--- config.mk ---
export PLATFORM = sky130hd
export DESIGN_NAME = bpa_scan
export DESIGN_NICKNAME = d
export VERILOG_FILES = /design/src/hdl/buddy_page_allocator_top_defines.svh /design/src/hdl/bpa_pkg.sv /design/src/hdl/bpa_scan.sv
export SDC_FILE = /design/constraint.sdc
export NUM_CORES = 1
export LEC_CHECK = 0
export ABC_AREA = 1
export BUFFER_PORTS_ARGS = -buffer_cell sky130_fd_sc_hd__buf_2
export CORE_MARGIN = 5
export CORE_UTILIZATION = 52
export CTS_CLUSTER_DIAMETER = 100
export CTS_CLUSTER_SIZE = 12
export DETAILED_ROUTE_END_ITERATION = 16
export GPL_ROUTABILITY_DRIVEN = 0
export GPL_TIMING_DRIVEN = 0
export PLACE_DENSITY = 0.9
export SETUP_SLACK_MARGIN = 0.1
export SLEW_MARGIN = 10
export SYNTH_ARGS = -nofsm -noshare
export SYNTH_HDL_FRONTEND = slang
export SYNTH_SLANG_ARGS = --single-unit
--- constraint.sdc ---
create_clock -name clock -period 5 [get_ports clock]
set_clock_uncertainty 0.2 [all_clocks]
set_input_delay 1.25 -clock clock [delete_from_list [all_inputs] [get_ports clock]]
set_output_delay 1.25 -clock clock [all_outputs]
set_load 0.1 [all_outputs]
--- src/hdl/buddy_page_allocator_top_defines.svh ---
// Assertion macros shared by the allocator RTL.
`ifndef BUDDY_PAGE_ALLOCATOR_TOP_DEFINES_SVH
`define BUDDY_PAGE_ALLOCATOR_TOP_DEFINES_SVH
`ifndef SYNTHESIS
`define BPA_ASSERT(label, prop) \
   label: assert property (@(posedge clock) disable iff (reset) prop) \
      else $error("bpa assertion failed");
`define BPA_ASSERT_ALWAYS(label, prop) \
   label: assert property (@(posedge clock) prop) else $error("bpa assertion failed");
`else
`define BPA_ASSERT(label, prop)
`define BPA_ASSERT_ALWAYS(label, prop)
`endif
`endif

--- src/hdl/bpa_pkg.sv ---
// Types, constants and helpers of the buddy page allocator.
`default_nettype none
package bpa_pkg;
   localparam int MAX_PAGES       = 1024;
   localparam int MAX_ORDERS      = 11;
   localparam int PAGE_SHIFT_BITS = 12;
   localparam int RECORD_DEPTH    = 2048;

   localparam int IDX_W   = $clog2(RECORD_DEPTH);
   localparam int CNT_W   = $clog2(RECORD_DEPTH + 1);
   localparam int PAGE_W  = 20;
   localparam int ORD_W   = $clog2(MAX_ORDERS + 1);
   localparam int REM_W   = $clog2(MAX_PAGES + 1);
   localparam int GUARD_W = $clog2(MAX_ORDERS + 3);
   localparam int ADDR_W  = 32;
   localparam int STAMP_W = 32;
   localparam int FUNC_W  = 2;
   localparam int REQ_W   = 11;
   localparam int STS_W   = 2;
   localparam int PCFG_W  = 11;
   localparam int OCFG_W  = 4;
   localparam int CSR_IDX_W = 2;
   localparam int BIG_W   = (MAX_ORDERS > REQ_W) ? MAX_ORDERS : REQ_W;

   localparam logic [CSR_IDX_W-1:0] CSR_BASE   = 2'd0;
   localparam logic [CSR_IDX_W-1:0] CSR_PAGES  = 2'd1;
   localparam logic [CSR_IDX_W-1:0] CSR_ORDERS = 2'd2;

   localparam logic [ADDR_W-1:0] BASE_RESET   = 32'h0100_0000;
   localparam logic [PCFG_W-1:0] PAGES_RESET  = 11'd1024;
   localparam logic [OCFG_W-1:0] ORDERS_RESET = 4'd11;

   typedef enum logic [1:0] {
      KIND_EMPTY, KIND_FREE, KIND_ALLOC, KIND_PARENT
   } kind_type;

   typedef enum logic [FUNC_W-1:0] {
      FN_INIT, FN_ALLOC, FN_FREE, FN_NOP
   } func_type;

   typedef enum logic [STS_W-1:0] {
      STS_OK, STS_BAD_SIZE, STS_NO_BLOCK, STS_NOT_ALLOC
   } status_type;

   typedef enum logic [3:0] {
      S_CLEAR, S_IDLE, S_LAYOUT, S_SCAN, S_DRAIN, S_EVAL, S_WR_P, S_WR_L,
      S_WR_R, S_RD_BUD, S_CHK, S_WR_CUR, S_LD_PAR, S_MKFREE
   } state_type;

   typedef enum logic [2:0] {
      PH_ALLOC_J, PH_ALLOC_K, PH_SPLIT, PH_FINAL, PH_FREE
   } phase_type;

   typedef struct packed {
      kind_type             kind;
      logic                 has_buddy;
      logic [PAGE_W-1:0]    page;
      logic [ORD_W-1:0]     order;
      logic [IDX_W-1:0]     parent;
      logic [IDX_W-1:0]     buddy;
      logic [STAMP_W-1:0]   stamp;
   } rec_type;

   localparam int REC_W = $bits(rec_type);

   typedef struct packed {
      logic                 clear;
      logic                 valid;
      logic [IDX_W-1:0]     idx;
      logic [ORD_W-1:0]     order;
      logic [ADDR_W-1:0]    offset;
      logic [STAMP_W-1:0]   stamp_now;
   } scan_ctl_type;

   typedef struct packed {
      logic                 first_ok;
      logic [IDX_W-1:0]     first_idx;
      logic                 second_ok;
      logic [IDX_W-1:0]     second_idx;
      logic [CNT_W-1:0]     empty_cnt;
      logic                 best_ok;
      logic [IDX_W-1:0]     best_idx;
      rec_type              best_rec;
      logic                 match_ok;
      logic [IDX_W-1:0]     match_idx;
      rec_type              match_rec;
   } scan_res_type;

   // smallest order whose block holds n pages
   function automatic logic [ORD_W-1:0] order_for(input logic [REQ_W-1:0] n);
      logic [ORD_W-1:0] j;
      j = '0;
      for (int b = 0; b < BIG_W; b++) begin
         if ((BIG_W'(1) << b) < BIG_W'(n)) j = j + 1'b1;
      end
      return j;
   endfunction
endpackage
`default_nettype wire

--- src/hdl/bpa_scan.sv ---
// Record scan unit: empty count, first two empties, oldest free, address match.
`default_nettype none
module bpa_scan (
   input  logic                  clock,
   input  logic                  reset,
   input  bpa_pkg::scan_ctl_type ctl,
   input  bpa_pkg::rec_type      rec,
   output bpa_pkg::scan_res_type res
);
   import bpa_pkg::*;

   scan_res_type         res_ff, res_in;
   logic [STAMP_W-1:0]   best_age_ff, best_age_in;
   logic [STAMP_W-1:0]   age;

   always_comb begin
      res_in      = res_ff;
      best_age_in = best_age_ff;
      age         = ctl.stamp_now - rec.stamp;
      if (ctl.clear) begin
         res_in      = '0;
         best_age_in = '0;
      end else if (ctl.valid) begin
         if (rec.kind == KIND_EMPTY) begin
            res_in.empty_cnt = res_ff.empty_cnt + 1'b1;
            if (!res_ff.first_ok) begin
               res_in.first_ok  = 1'b1;
               res_in.first_idx = ctl.idx;
            end else if (!res_ff.second_ok) begin
               res_in.second_ok  = 1'b1;
               res_in.second_idx = ctl.idx;
            end
         end
         if (rec.kind == KIND_FREE && rec.order == ctl.order &&
             (!res_ff.best_ok || age > best_age_ff)) begin
            res_in.best_ok  = 1'b1;
            res_in.best_idx = ctl.idx;
            res_in.best_rec = rec;
            best_age_in     = age;
         end
         if (rec.kind == KIND_ALLOC && !res_ff.match_ok &&
             ADDR_W'({rec.page, {PAGE_SHIFT_BITS{1'b0}}}) == ctl.offset) begin
            res_in.match_ok  = 1'b1;
            res_in.match_idx = ctl.idx;
            res_in.match_rec = rec;
         end
      end
   end

   always_ff @(posedge clock) begin
      if (reset) begin
         res_ff      <= '0;
         best_age_ff <= '0;
      end else begin
         res_ff      <= res_in;
         best_age_ff <= best_age_in;
      end
   end

   assign res = res_ff;
endmodule
`default_nettype wire

# ---- Word level (Yosys, flattened, before mapping)
# Index checks and enable logic that the tools add are counted.
dict set report totals {
  register_bits 254
  elab_cells 48
  out_inout_bits 222
}
dict set report op_classes {
  n_reduce_logical 15
  eq_ne 4
  n_bitwise 2
  n_lt_le_gt_ge 1
  addsub 2
}
# op count
set op_table {}
lappend op_table {{32-bit == test} 1}
lappend op_table {{32-bit greater-than comparator} 1}
lappend op_table {{32-bit subtractor} 1}
lappend op_table {{12-bit by 1-bit adder with 12-bit output (second input constant)} 1}
lappend op_table {{2-bit AND reduction} 3}
lappend op_table {{3-bit AND reduction} 2}
lappend op_table {{4-bit == test} 1}
lappend op_table {{1-bit logical AND} 4}
lappend op_table {{4-bit AND reduction} 1}
lappend op_table {{2-bit by 1-bit == test with 1-bit output (second input constant)} 1}
lappend op_table {{2-bit == test (second input constant)} 1}
lappend op_table {{1-bit logical NOT} 2}
lappend op_table {{2-bit logical NOT} 1}
lappend op_table {{1-bit inverter} 2}
lappend op_table {{2-bit OR reduction} 1}
lappend op_table {{1-bit logical OR} 1}

# ---- Longest topological paths before layout
dict set report logic_depth {
  ltp_word 5
  ltp_mapped 30
  depth_no_buf 29
}

# ---- Least setup slack after synthesis
# Ideal clock, no wire load.
dict set report synth_path {
  path_type {input-to-reg}
  from {input port ctl[0] (netlist name)}
  to {register res_ff (netlist bit res[131])}
  setup_slack_ps 482
  path_buffers 2
  setup_ps 119
  path_stages 28
  arrival_time_ps 4199
  path_cell_list {inv_1 ha_1 fa_1 nand3b_1 nand2_1 nand2_1 nand2_1 nand3_1 nand2_1 nand2_1 nand2_1 nand2_1 nand2_1 inv_1 ha_1 nand2_1 nor2_1 nand4_1 nor2_1 nand2_1 nand2_1 nand2_1 nand2_1 buf_2 buf_2 nand3b_1 nand2_1 nor2_1}
}
dict set report synth_between {
  elab_chain_cells 5
}
# item line
set synth_rtl {}
lappend synth_rtl {{start: declaration} bpa_scan.sv:6} ;# input bpa_pkg::scan_ctl_type ctl,
lappend synth_rtl {{32-bit subtractor} bpa_scan.sv:19} ;# age = ctl.stamp_now - rec.stamp;
lappend synth_rtl {{via age[22]} bpa_scan.sv:14} ;# logic [STAMP_W-1:0] age;
lappend synth_rtl {{32-bit greater-than comparator} bpa_scan.sv:35} ;# (!res_ff.best_ok || age > best_age_ff)) begin
lappend synth_rtl {{1-bit logical OR} bpa_scan.sv:35}
lappend synth_rtl {{1-bit logical AND} bpa_scan.sv:34} ;# if (rec.kind == KIND_FREE && rec.order == ctl.order &&
lappend synth_rtl {{2-bit AND reduction (no line)} n/a}
lappend synth_rtl {{end signal: assignment} bpa_scan.sv:55} ;# res_ff <= res_in;
lappend synth_rtl {{end: declaration} bpa_scan.sv:12} ;# scan_res_type res_ff, res_in;
# The timed path passes the listed nets, and every way through them passes these cells.
# A chain may end at the register's enable or synchronous reset.

# ---- Worst setup path in the final report
dict set report layout_path {
  from {input port ctl[0] (netlist name)}
  to {register res_ff (netlist bit res[168])}
}
# The elaborated chain is that of the path after synthesis.

==> key figures <==
Yosys
  • Post-synth ARST share: 0%
  • Seq/Total Area, Yosys: 39.2%
  • Library cells used by synthesis: 26
  • Top post-synthesis cells by area: dfxtp_1 39%, a21oi_1 11%, nand2_1 9.1%, inv_1 7.3%, ha_1 6.2%
  • Post-Syn Nets: 2096
  • Ys flop type: dfxtp_1
  • Ys Warns: 0
  • Cell Area, Synth: 13000 um2
  • Cell taking the most area after synthesis: dfxtp_1
  • Post-synth EDFFs: 0
  • Mapped Cells: 1867
  • Synthesis-stage register bit count: 254
  • Area share of the largest cell type after synthesis: 39.2%
  • Syn_area_per_cell: 6.95 um2

CTS
  • Root Driver: clkbuf_16
  • Clk_lat worst skew: 0.54 ns
  • CTS tree: yes
  • Max Root-Sink Buffers: 3
  • Reg clk slew, reported paths: 0.06 ns
  • CTS sink count: 254
  • Num CTS Buffers: 25
  • H-tree depth: 1

Worst hold path
  • Hold Path Stages: 2
  • Beginning of the worst hold path: res[173]
  • Min-delay worst type: register to register
  • Worst Hold Path EP: res[173]

Floorplanning
  • Die X: 168 um
  • Top-Level Pins: 386
  • Core box area: 24500 um2
  • Die Y: 168 um
  • Die area: 28200 um2
  • # rows: 57
  • Initial Util: 53.0%

Global route
  • Tot GR Track Use: 30.7%
  • Most used routing layer: met2
  • Vias in the first global route: 14000
  • Largest net degree at the start of global routing: 13
  • GR Layer Usage met3: 6.14%
  • GRT met1 Usage: 36.4%
  • Total congestion overflow: 0
  • Initial antenna violation count: 3
  • First-pass GRT wire length: 71400 um
  • GR Util met2: 52.6%

Setup path
  • R2r setup slk: 2.42 ns
  • CP startpoint kind: input pin
  • Req. time, crit path: 5.22 ns
  • Max Fanout on Critical Path: 10
  • CP Capture Type: register
  • Launching point of the worst reg2reg path: best_age_ff[23]
  • Path depth of the worst reg2reg path: 13
  • Crit path DAT: 4.95 ns
  • R2R Path End: res[168]
  • Crit path kind: input pin to register

Detailed routing
  • Drt pass-1 iters: 6
  • Routed WL per cell: 17.6 um
  • DRT iter0 DRCs: 1347
  • Remaining antenna violation count: 0
  • DRT Wirelength: 45800 um
  • Vias per cell: 5.53
  • DR DRC count: 0
  • Via count: 14400

STA
  • RSZ-0062 raised after global routing: true
  • Post-route minimum period: 4.72 ns
  • Final WS setup: 0.276 ns
  • Endpoints failing hold: 0
  • Slew Limit Headroom: 25.7%
  • Slew @ Worst Pin: 1.11 ns
  • Setup violators final: 0
  • Fin. max-slew vios: 0
  • Period utilisation layout: 94.5%
  • Max Freq: 212 MHz

Power
  • Pwr dens: 277 nW/um2
  • Peak VDD IR: 0.245 mV
  • Overall power: 4.44 mW
  • Lkg Pwr: 7.29 nW

Final layout
  • Fraction of final layout cells sized beyond drive strength 1: 20.4%
  • Fillers: 2016
  • P&R area growth vs syn: 23.5%
  • Nets: 2508

Placement
  • Dpl hpwl: 35300 um
  • Dpl ws: -0.524 ns
  • IO Port Bufs: 385

Flow run
  • # Max-Cap Violations: 0

Outcome
  • Status: completed
cells in the final DEF (no fill, tap or decap), types with 25 or more instances in the layout:
cell type	n
o21ai_0	132
nor2_1	205
clkbuf_16	25
buf_2	410
clkbuf_1	49
dfxtp_1	254
nand2_1	310
ha_1	64
nand3b_1	61
a21oi_1	292
nand3_1	104
inv_1	252
worst max-delay path by stage:
stage | start | endpoint | cells after the start
after floorplan | ctl[0] | res[131] | 28
after global placement | ctl[0] | res[101] | 27
after detailed placement | ctl[0] | res[101] | 27
after CTS | ctl[0] | res[101] | 27
after global routing | ctl[0] | res[120] | 29
final | ctl[0] | res[168] | 25
sequential cells by signal, indices dropped and copies added, names as in the netlist:
name and cells:
best_age_ff 32, res 222
stage by stage:
stage	setup TNS [ns]	util [%]	cell area [um2]	cells	hold WS [ns]
final	0	65.5	16000	2604	0.238
after global placement	-46.34	62.5	15300	2576	0.223
after floorplan	0	-	13000	1867	0.252
after global routing	0	65.4	16000	2603	0.259
after CTS	0	65.2	16000	2603	0.241
after detailed placement	-54.21	62.5	15300	2576	0.231
critical path, cell delays in order:
cell and delay [ns]:
buf_2 0.08, inv_1 0.04, ha_1 0.20, fa_1 0.41
nand3b_1 0.18, nand2_2 0.14, nand2_1 0.08, nand2_1 0.13
nand3_1 0.10, nand2_2 0.12, nand3b_1 0.13, nand3_1 0.10
nand2_1 0.08, ha_1 0.29, nand2_1 0.07, nor2_1 0.16
nand2_1 0.10, nor2_1 0.19, nand4_1 0.12, nand2_1 0.19
nand2_4 0.11, buf_6 0.18, clkbuf_4 0.21, a21oi_1 0.19
nor2_1 0.08
routing by layer:
metal / up-vias / part of all wire [%]
li1: 6854 / -
met2: 798 / 47
met5: - / 0.098
met4: 6 / 6.1
met3: 175 / 9.7
met1: 6573 / 37
cells in the mapped netlist (5+ instances only):
| master | n |
|---|---|
| a21oi_1 | 292 |
| buf_1 | 11 |
| buf_2 | 39 |
| clkbuf_1 | 53 |
| dfxtp_1 | 254 |
| ha_1 | 64 |
| inv_1 | 252 |
| nand2_1 | 314 |
| nand3_1 | 104 |
| nand3b_1 | 61 |
| nand4_1 | 13 |
| nor2_1 | 205 |
| nor3_1 | 13 |
| nor4_1 | 5 |
| o21ai_0 | 132 |
| or2_2 | 6 |
| xnor2_1 | 14 |
| xor2_1 | 20 |
power by group:
part | internal [mW] | total, mW | switching [mW] | leakage, nW
combinational | 0.259 | 0.726 | 0.468 | 4.93
sequential | 2.03 | 2.03 | 0.00417 | 2.05
clock | 0.886 | 1.68 | 0.790 | 0.319
logic make-up (layout without fill, tap and decap cells):
family | Yosys count | in the layout | synth area share [%]
compound gates | 435 | 435 | 17.0
xor+xnor | 34 | 34 | 2.30
fa+ha+maj | 65 | 65 | 6.33
buf+inv | 355 | 767 | 10.7
flops | 254 | 254 | 39.2
other cells | 0 | 1 | 0
simple gates | 724 | 724 | 24.5
layout make-up:
type / instances / area [um2] / area share (%)
multi-input combinational: 1258 / 6520 / 40.7
sequential: 254 / 5080 / 31.8
timing repair buffer: 385 / 1930 / 12.0
inverter: 252 / 946 / 5.91
clock buffer: 25 / 626 / 3.91
buffer: 103 / 483 / 3.02
tap: 324 / 405 / 2.53
clock inverter: 2 / 20.0 / 0.125
antenna: 1 / 2.50 / 0.0156
repair_timing:
| item | CTS | global route |
|---|---|---|
| hold buffers | 0 | 0 |
| buffers inserted | 0 | 0 |
| setup endpoints to repair | 92 | 124 |
| gates resized for setup | 5 | 23 |
No activity file was read; power rests on OpenSTA's default activity.
