$ cat config.mk
export PLATFORM = sky130hd
export DESIGN_NAME = bpa_ram
export DESIGN_NICKNAME = d
export VERILOG_FILES = /design/src/hdl/buddy_page_allocator_top_defines.svh /design/src/hdl/bpa_ram.sv
export SDC_FILE = /design/constraint.sdc
export NUM_CORES = 1
export LEC_CHECK = 0
export BUFFER_PORTS_ARGS = -buffer_cell sky130_fd_sc_hd__buf_2
export CAP_MARGIN = 20
export CORE_MARGIN = 5
export CORE_UTILIZATION = 54
export DETAILED_ROUTE_END_ITERATION = 6
export PLACE_DENSITY_LB_ADDON = 0.15
export SLEW_MARGIN = 0
export SYNTH_ARGS = -nofsm -noshare
export SYNTH_HDL_FRONTEND = slang
export SYNTH_SLANG_ARGS = --single-unit
export TNS_END_PERCENT = 10
$ cat constraint.sdc
create_clock -name clock -period 2.1 [get_ports clock]
set_input_delay 0.63 -clock clock [delete_from_list [all_inputs] [get_ports clock]]
set_output_delay 0.63 -clock clock [all_outputs]
set_load 0.1 [all_outputs]
$ cat src/hdl/buddy_page_allocator_top_defines.svh
// Assertion macros shared by the allocator RTL.
`ifndef BUDDY_PAGE_ALLOCATOR_TOP_DEFINES_SVH
`define BUDDY_PAGE_ALLOCATOR_TOP_DEFINES_SVH
`ifndef SYNTHESIS
`define BPA_ASSERT(label, prop) \
   label: assert property (@(posedge clock) disable iff (reset) prop) \
      else $error("bpa assertion failed");
`define BPA_ASSERT_ALWAYS(label, prop) \
   label: assert property (@(posedge clock) prop) else $error("bpa assertion failed");
`else
`define BPA_ASSERT(label, prop)
`define BPA_ASSERT_ALWAYS(label, prop)
`endif
`endif

$ cat src/hdl/bpa_ram.sv
// Block record memory: one write port, one registered read port.
`default_nettype none
module bpa_ram #(
   parameter int WIDTH = 8,
   parameter int DEPTH = 16
) (
   input  logic                     clock,
   input  logic                     we,
   input  logic [$clog2(DEPTH)-1:0] waddr,
   input  logic [WIDTH-1:0]         wdata,
   input  logic [$clog2(DEPTH)-1:0] raddr,
   output logic [WIDTH-1:0]         rdata
);
   logic [WIDTH-1:0] mem [DEPTH];
   logic [WIDTH-1:0] rdata_ff;

   always_ff @(posedge clock) begin
      if (we) mem[waddr] <= wdata;
      rdata_ff <= mem[raddr];
   end

   assign rdata = rdata_ff;
endmodule
`default_nettype wire

Word-level counts from Yosys, hierarchy flattened. Memory sizes are Yosys's and may differ from the RTL's. A register that Yosys moved wholly into a read port is not among the register bits. Cells that the tools add are included.

Mux-type cells: 2.

Operator list (number): 1-bit two-way mux (2).

Bits in registers: 0. Memory bits (writable): 128. Input bits: 18. Output and inout bits: 8. Logic and storage cells: 3. Memories kept: 1.

Memories: mem (depth 16, width 8, read ports 1, clocked after Yosys merged registers in 1, wr ports 1, RTL line bpa_ram.sv:14) `logic [WIDTH-1:0] mem [DEPTH];`.

Logic depth before layout (Yosys ltp). Gate-level depths: netlist of run 1.

Depth after elaboration: 2. Depth in mapped cells: 5. Gate-level depth less buffers: 3.

Worst setup path after synthesis of run 1. No wires, ideal clock.

Path type: input to register. From: input port waddr[2]. To: memory mem[0][0] (enable). Library setup time: 0.383 ns. Data arrival time: 1.740 ns. Data required time: 1.717 ns. Path slack: -0.023 ns. Stages on the path: 2. Path buffers: 0. Cells stage by stage: or3b_2 -> nor3_1.

RTL lines: start: declaration (RTL line bpa_ram.sv:9) `input logic [$clog2(DEPTH)-1:0] waddr,`; end: declaration (RTL line bpa_ram.sv:14).

Straight into the memory's write port.

Worst setup path in the final report of run 1.
From: register rdata_ff[7], in the netlist rdata[7], read port of mem. To: output port rdata[7].

RTL lines: start: declaration (RTL line bpa_ram.sv:15) `logic [WIDTH-1:0] rdata_ff;`; end: declaration (RTL line bpa_ram.sv:12) `output logic [WIDTH-1:0] rdata`.

No word-level cell between the ends.

==> flow_summary.html, run 1 <==
<table>
<tr><th>Metric</th><th>Value</th></tr>
<tr><th colspan="2">Setup path</th></tr>
<tr><td>Largest fanout on the critical path</td><td>1</td></tr>
<tr><td>Critical path startpoint category</td><td>register</td></tr>
<tr><td>Sequence of cells on the critical path</td><td>buf_2</td></tr>
<tr><td>Crit-path slowest cell</td><td>buf_2</td></tr>
<tr><td>Delay of the slowest cell on the worst path</td><td>about 0.44 ns</td></tr>
<tr><td>Category of the critical setup timing path</td><td>reg -&gt; out</td></tr>
<tr><td>Setup crit end kind</td><td>output port</td></tr>
<tr><td>Reg2Reg Depth</td><td>3</td></tr>
<tr><td>Required time of the critical path</td><td>around 1.5 ns</td></tr>
<tr><td>CP top delay family</td><td>buffers and inverters</td></tr>
<tr><td>Buf/Inv on CP</td><td>1</td></tr>
<tr><td>Crit path DAT</td><td>1.29 ns</td></tr>
<tr><td>Cell count along the critical path</td><td>1</td></tr>
<tr><th colspan="2">Pwr</th></tr>
<tr><td>Sw Pwr</td><td>approximately 1400 uW</td></tr>
<tr><td>Total Power Consumption</td><td>between 6000 and 7000 uW</td></tr>
<tr><td>Relative contribution of combinational cells to total power</td><td>under 10%</td></tr>
<tr><td>P per Cell Area</td><td>roughly 1000 mW/mm^2</td></tr>
<tr><td>LEAKAGE</td><td>about 0.0021 uW</td></tr>
<tr><td>Switching part of the total power</td><td>21.1%</td></tr>
<tr><td>Flop pwr share</td><td>a little under half</td></tr>
<tr><td>Internal power</td><td>a little over 5000 uW</td></tr>
<tr><td>Clock network fraction of design power</td><td>46.0%</td></tr>
<tr><td>IR drop worst, VDD</td><td>0.704 mV</td></tr>
<tr><th colspan="2">GRT</th></tr>
<tr><td>Maximum number of pins on one net before global-route repair</td><td>33</td></tr>
<tr><td>Vias in the first global route</td><td>about 2600</td></tr>
<tr><td>GR Util All Layers</td><td>about a fifth</td></tr>
<tr><td>First-pass GRT wire length</td><td>approximately 16000 um</td></tr>
<tr><td>Antenna violations before repair</td><td>0</td></tr>
<tr><td>Global route total overflow</td><td>0</td></tr>
<tr><th colspan="2">Floorplan</th></tr>
<tr><td>Vertical die dimension</td><td>between 100 and 150 um</td></tr>
<tr><td>Ports placed on the boundary</td><td>26</td></tr>
<tr><td>Floorplan die area</td><td>roughly 0.012 sq mm</td></tr>
<tr><td>Starting density of the core</td><td>55.4%</td></tr>
<tr><td>Horizontal die dimension</td><td>roughly 110 um</td></tr>
<tr><td>Std-Cell Core Area</td><td>0.00928 sq mm</td></tr>
<tr><td>Count of standard-cell rows</td><td>35</td></tr>
<tr><th colspan="2">STA</th></tr>
<tr><td>Share of the clock period used by the worst path</td><td>91.6%</td></tr>
<tr><td>Worst slew margin</td><td>between 50% and 60%</td></tr>
<tr><td>Setup skew after layout</td><td>approximately 0.0067 ns</td></tr>
<tr><td>Tightest Pin Transition</td><td>0.660 ns</td></tr>
<tr><td>Highest clock frequency the design can meet</td><td>520 MHz</td></tr>
<tr><td>Sum Neg Setup Slack</td><td>0 ns</td></tr>
<tr><td>Number of hold violations in the final report</td><td>0</td></tr>
<tr><td>Period minus WS final</td><td>around 1.9 ns</td></tr>
<tr><td>Unrepaired setup endpoints after global routing</td><td>false</td></tr>
<tr><td>Max-slew violations</td><td>0</td></tr>
<tr><td>Setup violators final</td><td>0</td></tr>
<tr><th colspan="2">Clocking</th></tr>
<tr><td>Count of instances resized after the clock tree is built</td><td>0</td></tr>
<tr><td>Number of CTS-inserted buffers</td><td>17</td></tr>
<tr><td>CTS sink cnt</td><td>~140</td></tr>
<tr><td>Maximum root-to-sink buffer count</td><td>2</td></tr>
<tr><td>CTS H-tree lvls</td><td>4</td></tr>
<tr><td>Clk Tree Root Cell</td><td>clkbuf_8</td></tr>
<tr><td>Number of buffers added to fix hold violations after cts</td><td>0</td></tr>
<tr><td>Clock transition at path regs</td><td>approximately 0.060 ns</td></tr>
<tr><td>Clock network latency to the later pin of the worst-skew pair</td><td>roughly 0.51 ns</td></tr>
<tr><td>TritonCTS clock tree</td><td>done</td></tr>
<tr><td>Total setup buffers inserted after CTS</td><td>0</td></tr>
<tr><th colspan="2">Placement</th></tr>
<tr><td>Number of port buffers</td><td>25</td></tr>
<tr><td>Placed wire-length estimate after detailed placement</td><td>between 6000 and 7000 um</td></tr>
<tr><td>Final weighted congestion of routability-driven global placement</td><td>between 0.7 and 0.8</td></tr>
<tr><th colspan="2">Yosys</th></tr>
<tr><td>Syn Area/Cell</td><td>22.5 sq um</td></tr>
<tr><td>Post-synth ARST share</td><td>0%</td></tr>
<tr><td>Dominant register cell in the synthesized netlist</td><td>edfxtp_1</td></tr>
<tr><td>Netlist area before placement</td><td>around 0.0051 sq mm</td></tr>
<tr><td>Post-Synthesis Net Count</td><td>247</td></tr>
<tr><td>Mapped Cells</td><td>approximately 230</td></tr>
<tr><td>Number of warnings printed during yosys synthesis</td><td>0</td></tr>
<tr><td>Largest cells by area after synthesis</td><td>edfxtp_1 75%, mux4_2 7.9%, mux4_1 7.1%</td></tr>
<tr><td>Area fraction of the dominant cell type after synthesis</td><td>between 70% and 80%</td></tr>
<tr><td>Count of unique library cells instantiated by Yosys</td><td>19</td></tr>
<tr><td>Dominant cell type by area after synthesis</td><td>edfxtp_1</td></tr>
<tr><td>Flop and latch count out of synthesis</td><td>~140</td></tr>
<tr><td>Share of the yosys chip area belonging to registers</td><td>between 70 and 80%</td></tr>
<tr><td>Most instantiated library cell after synthesis</td><td>edfxtp_1</td></tr>
<tr><td>Most used standard cells in the synthesized netlist</td><td>128 x edfxtp_1, 18 x mux4_2, 16 x a22oi_1</td></tr>
<tr><td>Number of enable flip-flop cells after synthesis</td><td>128</td></tr>
<tr><th colspan="2">Detailed routing</th></tr>
<tr><td>Remaining antenna violation count after routing</td><td>0</td></tr>
<tr><td>Per-cell routed wire length</td><td>22.4 um</td></tr>
<tr><td>Sum of met3 wire segment lengths after detailed routing</td><td>between 400 and 500 um</td></tr>
<tr><td>Detailed-route wire length</td><td>around 9600 um</td></tr>
<tr><td>Vias</td><td>2435</td></tr>
<tr><td>Number of detailed-routing iterations run before antenna repair</td><td>4</td></tr>
<tr><td>First-iteration detailed-routing DRC count</td><td>roughly 190</td></tr>
<tr><td>Number of DRC violations after detailed routing</td><td>0</td></tr>
<tr><td>Met2 WL post-DR</td><td>4880 um</td></tr>
<tr><td>Drt via density</td><td>between 5 and 6</td></tr>
<tr><td>Metal-1 WL</td><td>4240 um</td></tr>
<tr><td>Highest metal used</td><td>met4</td></tr>
<tr><th colspan="2">Final layout</th></tr>
<tr><td>Antenna diodes</td><td>0</td></tr>
<tr><td>Share of layout cells above drive strength 1</td><td>33.1%</td></tr>
<tr><td>Relative area change from synthesis to final layout</td><td>19.8%</td></tr>
<tr><td>Final nets</td><td>between 300 and 400</td></tr>
<tr><td>Fill cell count</td><td>~650</td></tr>
<tr><th colspan="2">Hold path</th></tr>
<tr><td>Class of the tightest hold or removal check</td><td>in -&gt; reg</td></tr>
<tr><td>Hold Path Stages</td><td>1</td></tr>
<tr><th colspan="2">Outcome</th></tr>
<tr><td>Status</td><td>finished clean</td></tr>
<tr><th colspan="2">Run</th></tr>
<tr><td># Max-Cap Violations</td><td>0</td></tr>
</table>
==> metal layers <==
layer	vias up	global-route usage (%)
met5	-	0
met4	0	5.95
met3	4	4.98
met2	66	30.8
met1	1275	26.0
li1	1090	-
==> power by group through the flow <==
stage          Combinational, uW  Sequential [uW]  Clock [uW]
2_1_floorplan                154             3240           0
3_3_place_gp                 412             3110           0
3_5_place_dp                 419             3110           0
4_1_cts                      421             3060        3000
5_1_grt                      444             3060        3170
6_report                     415             3050        2950
==> final timing paths <==
check / from / endpoint / slack (ns)
worst max register to register: mem[10][2] / rdata[2] / 0.71
worst min-delay path: wdata[5] / mem[6][5] / 0.51
worst min register to register: mem[8][3] / rdata[3] / 0.67
worst max-delay path: rdata[7] / rdata[7] / 0.18
==> cells by family after synthesis <==
group           share of synthesized area (%)
mux                                      15.0
buf+inv                                  1.68
simple gates                             3.18
compound gates                           2.33
flops                                    77.8
==> registers in the layout, summed over array words and instances, names as in the netlist <==
signal	flops
mem	128
rdata	8
==> metrics by stage <==
step	hold WS (ns)	instance area [sq um]	utilization [%]	worst slack, ns	cells
floorplan	0.629	5150	-	0.204	229
global placement	0.655	5560	59.9	0.0848	396
detailed placement	0.660	5560	59.9	0.0571	396
CTS	0.496	6170	66.4	0.143	428
global route	0.501	6170	66.4	0.116	428
finish	0.513	6170	66.4	0.176	428
==> layout make-up <==
class	instances	area (sq um)	area share, %
clock buffer	21	459	7.44
sequential	136	4000	64.9
timing repair buffer	48	335	5.44
multi-input combinational	83	1060	17.2
tap	129	161	2.62
clock inverter	11	146	2.37
==> cell usage in the layout (no fill, tap or decap) <==
cell type,netlist,routed
clkbuf_8,0,4
mux4_2,18,18
nor2_1,13,13
mux4_1,14,14
buf_2,3,25
nor3_1,4,3
a22oi_1,16,16
buf_12,0,3
nand3b_1,2,2
edfxtp_1,128,128
nor2b_1,1,1
buf_4,1,20
clkbuf_1,0,1
and2_1,1,1
bufinv_16,0,3
nand3_1,1,1
clkinv_4,0,2
nand2b_1,2,2
nor3_2,0,1
or3b_2,1,1
nand2_1,9,9
clkbuf_16,0,16
inv_6,0,1
clkinvlp_4,0,2
clkinv_2,0,3
and2b_1,1,1
dfxtp_1,8,8
Power figures use the tool's default switching activity.
==> run 2, diff against run 1 <==
Settings changed: CORE_ASPECT_RATIO from default to 1.75.
==> flow_summary.html, run 2 (synthesis gave the netlist of run 1 again) <==
<table>
<tr><th>Metric</th><th>Value</th></tr>
<tr><th colspan="2">Detailed routing</th></tr>
<tr><td>Number of DRC violations after detailed routing</td><td>0 (unchanged)</td></tr>
<tr><td>First-iteration detailed-routing DRC count</td><td>168 (-9.2%)</td></tr>
<tr><td>Number of detailed-routing iterations run before antenna repair</td><td>4 (unchanged)</td></tr>
<tr><td>Vias</td><td>2391 (-1.8%)</td></tr>
<tr><td>Detailed-route wire length</td><td>9550 um (-0.45%)</td></tr>
<tr><td>Remaining antenna violation count after routing</td><td>0 (unchanged)</td></tr>
<tr><td>Per-cell routed wire length</td><td>22.7 um (+1.2%)</td></tr>
<tr><td>Drt via density</td><td>5.68 (-0.17%)</td></tr>
<tr><th colspan="2">Final layout</th></tr>
<tr><td>Final nets</td><td>304 (unchanged)</td></tr>
<tr><td>Register ranked first by flip-flop count</td><td>mem</td></tr>
<tr><td>Most used cells in the layout excluding fill and tap cells</td><td>128 x edfxtp_1, 25 x buf_2, 20 x buf_4</td></tr>
<tr><td>Relative area change from synthesis to final layout</td><td>18.2%</td></tr>
<tr><td>Antenna diodes</td><td>0 (unchanged)</td></tr>
<tr><td>Share of layout cells above drive strength 1</td><td>30.1% (-3.0 points)</td></tr>
<tr><td>Leading cell type in the layout, fill and taps excluded</td><td>edfxtp_1</td></tr>
<tr><td>Max FFs per register</td><td>128 (unchanged)</td></tr>
<tr><th colspan="2">Pwr</th></tr>
<tr><td>Relative contribution of combinational cells to total power</td><td>6.7% (+0.2 points)</td></tr>
<tr><td>IR drop worst, VDD</td><td>0.664 mV (-5.7%)</td></tr>
<tr><td>Clock network fraction of design power</td><td>43.3% (-2.7 points)</td></tr>
<tr><td>Switching part of the total power</td><td>20.9% (-0.20 points)</td></tr>
<tr><td>Flop pwr share</td><td>50.0% (+2.4 points)</td></tr>
<tr><td>Total Power Consumption</td><td>6120 uW (-4.7%)</td></tr>
<tr><td>LEAKAGE</td><td>0.00209 uW (-1.7%)</td></tr>
<tr><td>P per Cell Area</td><td>1010 mW/mm^2 (-3.4%)</td></tr>
<tr><td>Internal power</td><td>4840 uW (-4.5%)</td></tr>
<tr><td>Sw Pwr</td><td>1280 uW (-5.6%)</td></tr>
<tr><th colspan="2">Floorplan</th></tr>
<tr><td>Floorplan die area</td><td>0.0117 sq mm (+0.66%)</td></tr>
<tr><td>Ports placed on the boundary</td><td>26 (unchanged)</td></tr>
<tr><td>Vertical die dimension</td><td>139 um (+29%)</td></tr>
<tr><td>Std-Cell Core Area</td><td>0.00941 sq mm (+1.3%)</td></tr>
<tr><td>Count of standard-cell rows</td><td>47 (+34%)</td></tr>
<tr><td>Horizontal die dimension</td><td>83.8 um (-22%)</td></tr>
<tr><td>Starting density of the core</td><td>54.7% (-0.74 points)</td></tr>
<tr><th colspan="2">Setup path</th></tr>
<tr><td>Category of the critical setup timing path</td><td>reg -&gt; out</td></tr>
<tr><td>Delay of the slowest cell on the worst path</td><td>0.44 ns (about the same)</td></tr>
<tr><td>Largest fanout on the critical path</td><td>1 (unchanged)</td></tr>
<tr><td>Sequence of cells on the critical path</td><td>buf_2</td></tr>
<tr><td>Required time of the critical path</td><td>1.47 ns (about the same)</td></tr>
<tr><td>Setup crit end kind</td><td>output port</td></tr>
<tr><td>R2R Setup Slk</td><td>0.73 ns (+0.02 ns)</td></tr>
<tr><td>Critical path startpoint category</td><td>register</td></tr>
<tr><td>Crit-path slowest cell</td><td>buf_2</td></tr>
<tr><td>Launch point of the worst reg-to-reg path</td><td>mem[1][2]</td></tr>
<tr><td>Buf/Inv on CP</td><td>1 (unchanged)</td></tr>
<tr><td>Reg2Reg Depth</td><td>3 (unchanged)</td></tr>
<tr><td>Endpoint of the lowest-slack register-to-register path</td><td>rdata[2]</td></tr>
<tr><td>CP top delay family</td><td>buffers and inverters</td></tr>
<tr><td>Crit path DAT</td><td>1.18 ns (-0.11 ns)</td></tr>
<tr><th colspan="2">STA</th></tr>
<tr><td>Highest clock frequency the design can meet</td><td>551 MHz (+6.1%)</td></tr>
<tr><td>Max-slew violations</td><td>0 (unchanged)</td></tr>
<tr><td>Setup violators final</td><td>0 (unchanged)</td></tr>
<tr><td>Unrepaired setup endpoints after global routing</td><td>false</td></tr>
<tr><td>Setup skew after layout</td><td>0.00505 ns (-0.00168 ns)</td></tr>
<tr><td>Period minus WS final</td><td>1.81 ns (-0.110 ns)</td></tr>
<tr><td>Tightest Pin Transition</td><td>0.511 ns (-0.149 ns)</td></tr>
<tr><td>Share of the clock period used by the worst path</td><td>86.4% (-5.3 points)</td></tr>
<tr><td>Sum Neg Setup Slack</td><td>0 ns (unchanged)</td></tr>
<tr><td>Worst slew margin</td><td>66.2% (+10 points)</td></tr>
<tr><td>Number of hold violations in the final report</td><td>0 (unchanged)</td></tr>
<tr><th colspan="2">Clocking</th></tr>
<tr><td>Clock transition at path regs</td><td>0.05 ns (about the same)</td></tr>
<tr><td>Number of CTS-inserted buffers</td><td>17 (unchanged)</td></tr>
<tr><td>TritonCTS clock tree</td><td>done</td></tr>
<tr><td>CTS sink cnt</td><td>136 (unchanged)</td></tr>
<tr><td>Total setup buffers inserted after CTS</td><td>0 (unchanged)</td></tr>
<tr><td>Count of instances resized after the clock tree is built</td><td>0 (unchanged)</td></tr>
<tr><td>Number of buffers added to fix hold violations after cts</td><td>0 (unchanged)</td></tr>
<tr><td>Maximum root-to-sink buffer count</td><td>2 (unchanged)</td></tr>
<tr><td>Clock network latency to the later pin of the worst-skew pair</td><td>0.41 ns (-0.10 ns)</td></tr>
<tr><td>Clk Tree Root Cell</td><td>clkbuf_16</td></tr>
<tr><td>CTS H-tree lvls</td><td>4 (unchanged)</td></tr>
<tr><th colspan="2">GRT</th></tr>
<tr><td>Routing usage on met1</td><td>21.3% (-4.7 points)</td></tr>
<tr><td>Global route total overflow</td><td>0 (unchanged)</td></tr>
<tr><td>Maximum number of pins on one net before global-route repair</td><td>33 (unchanged)</td></tr>
<tr><td>Most Crowded Layer GR</td><td>met2</td></tr>
<tr><td>GR Util All Layers</td><td>18.0% (-1.2 points)</td></tr>
<tr><td>First-pass GRT wire length</td><td>14900 um (-4.8%)</td></tr>
<tr><td>Vias in the first global route</td><td>2563 (-2.1%)</td></tr>
<tr><td>Met3 routing resource usage after global routing</td><td>5.71% (+0.73 points)</td></tr>
<tr><td>Antenna violations before repair</td><td>0 (unchanged)</td></tr>
<tr><td>Met2 GRT Util</td><td>31.0% (+0.19 points)</td></tr>
<tr><th colspan="2">Hold path</th></tr>
<tr><td>Class of the tightest hold or removal check</td><td>in -&gt; reg</td></tr>
<tr><td>Worst Hold Path EP</td><td>mem[6][1]</td></tr>
<tr><td>Startpoint of the lowest-slack hold path</td><td>wdata[1]</td></tr>
<tr><td>Hold Path Stages</td><td>1 (unchanged)</td></tr>
<tr><th colspan="2">Outcome</th></tr>
<tr><td>Status</td><td>finished clean</td></tr>
<tr><th colspan="2">Placement</th></tr>
<tr><td>Final weighted congestion of routability-driven global placement</td><td>0.715 (-4.5%)</td></tr>
<tr><td>Placed wire-length estimate after detailed placement</td><td>6410 um (+3.4%)</td></tr>
<tr><td>Number of port buffers</td><td>25 (unchanged)</td></tr>
<tr><th colspan="2">Run</th></tr>
<tr><td># Max-Cap Violations</td><td>0 (unchanged)</td></tr>
</table>
-- run 2: cell types whose count changed in the layout (fill, tap and decap cells not counted), sizes merged --
cell	before	now
clkinvlp	2	0
bufinv	3	1
inv	1	0
clkbuf	21	26
-- run 2: worst max path at each step --
stage | endpoint | slack (ns) | cells past startpoint | from
2_1_floorplan | mem[3][0] | 0.20 | 2 | waddr[2]
3_3_place_gp | rdata[2] | 0.11 | 5 | raddr[0]
3_5_place_dp | rdata[2] | 0.13 | 5 | raddr[0]
4_1_cts | rdata[6] | 0.26 | 1 | rdata[6]
5_1_grt | rdata[6] | 0.24 | 1 | rdata[6]
6_report | rdata[6] | 0.29 | 1 | rdata[6]
-- run 2: final cells by class --
class	instances	area (sq um)
Clock buffer	26	479
Timing Repair Buffer	48	335
Fill cell	676	3320
Sequential cell	136	4000
Multi-Input combinational cell	83	1060
Clock inverter	6	51.3
Tap cell	122	153
-- run 2: worst register-to-register path, delay by kind of cell, from the launching register on --
kind | cells | cell delay (ns)
flops | 1 | 0.39
compound gates | 1 | 0.26
mux | 1 | 0.54
simple gates | 1 | 0.08
-- run 2: metrics by stage --
stage               utilization (%)  area [sq um]  setup slack [ns]  std cells  hold WS (ns)
floorplan                         -          5150             0.204        229         0.629
global placement               59.0          5550             0.107        389         0.658
detailed placement             59.0          5550             0.132        389         0.665
CTS                            64.7          6080             0.255        421         0.591
global route                   64.7          6080             0.245        421         0.601
finish                         64.7          6080             0.286        421         0.608
-- run 2: power by group through the flow --
stage	Clock (uW)	Combinational, uW	Sequential, uW
after global routing	2810	438	3060
after detailed placement	0	417	3110
final	2650	411	3060
after CTS	2700	418	3060
after floorplan	0	154	3240
after global placement	0	409	3110
-- run 2: routing by layer --
metal  share of wire [%]  vias to the layer above
met5                   0                        -
met4                 1.4                        0
met3                 5.3                       13
met2                  56                       70
met1                  37                     1225
li1                    -                     1083
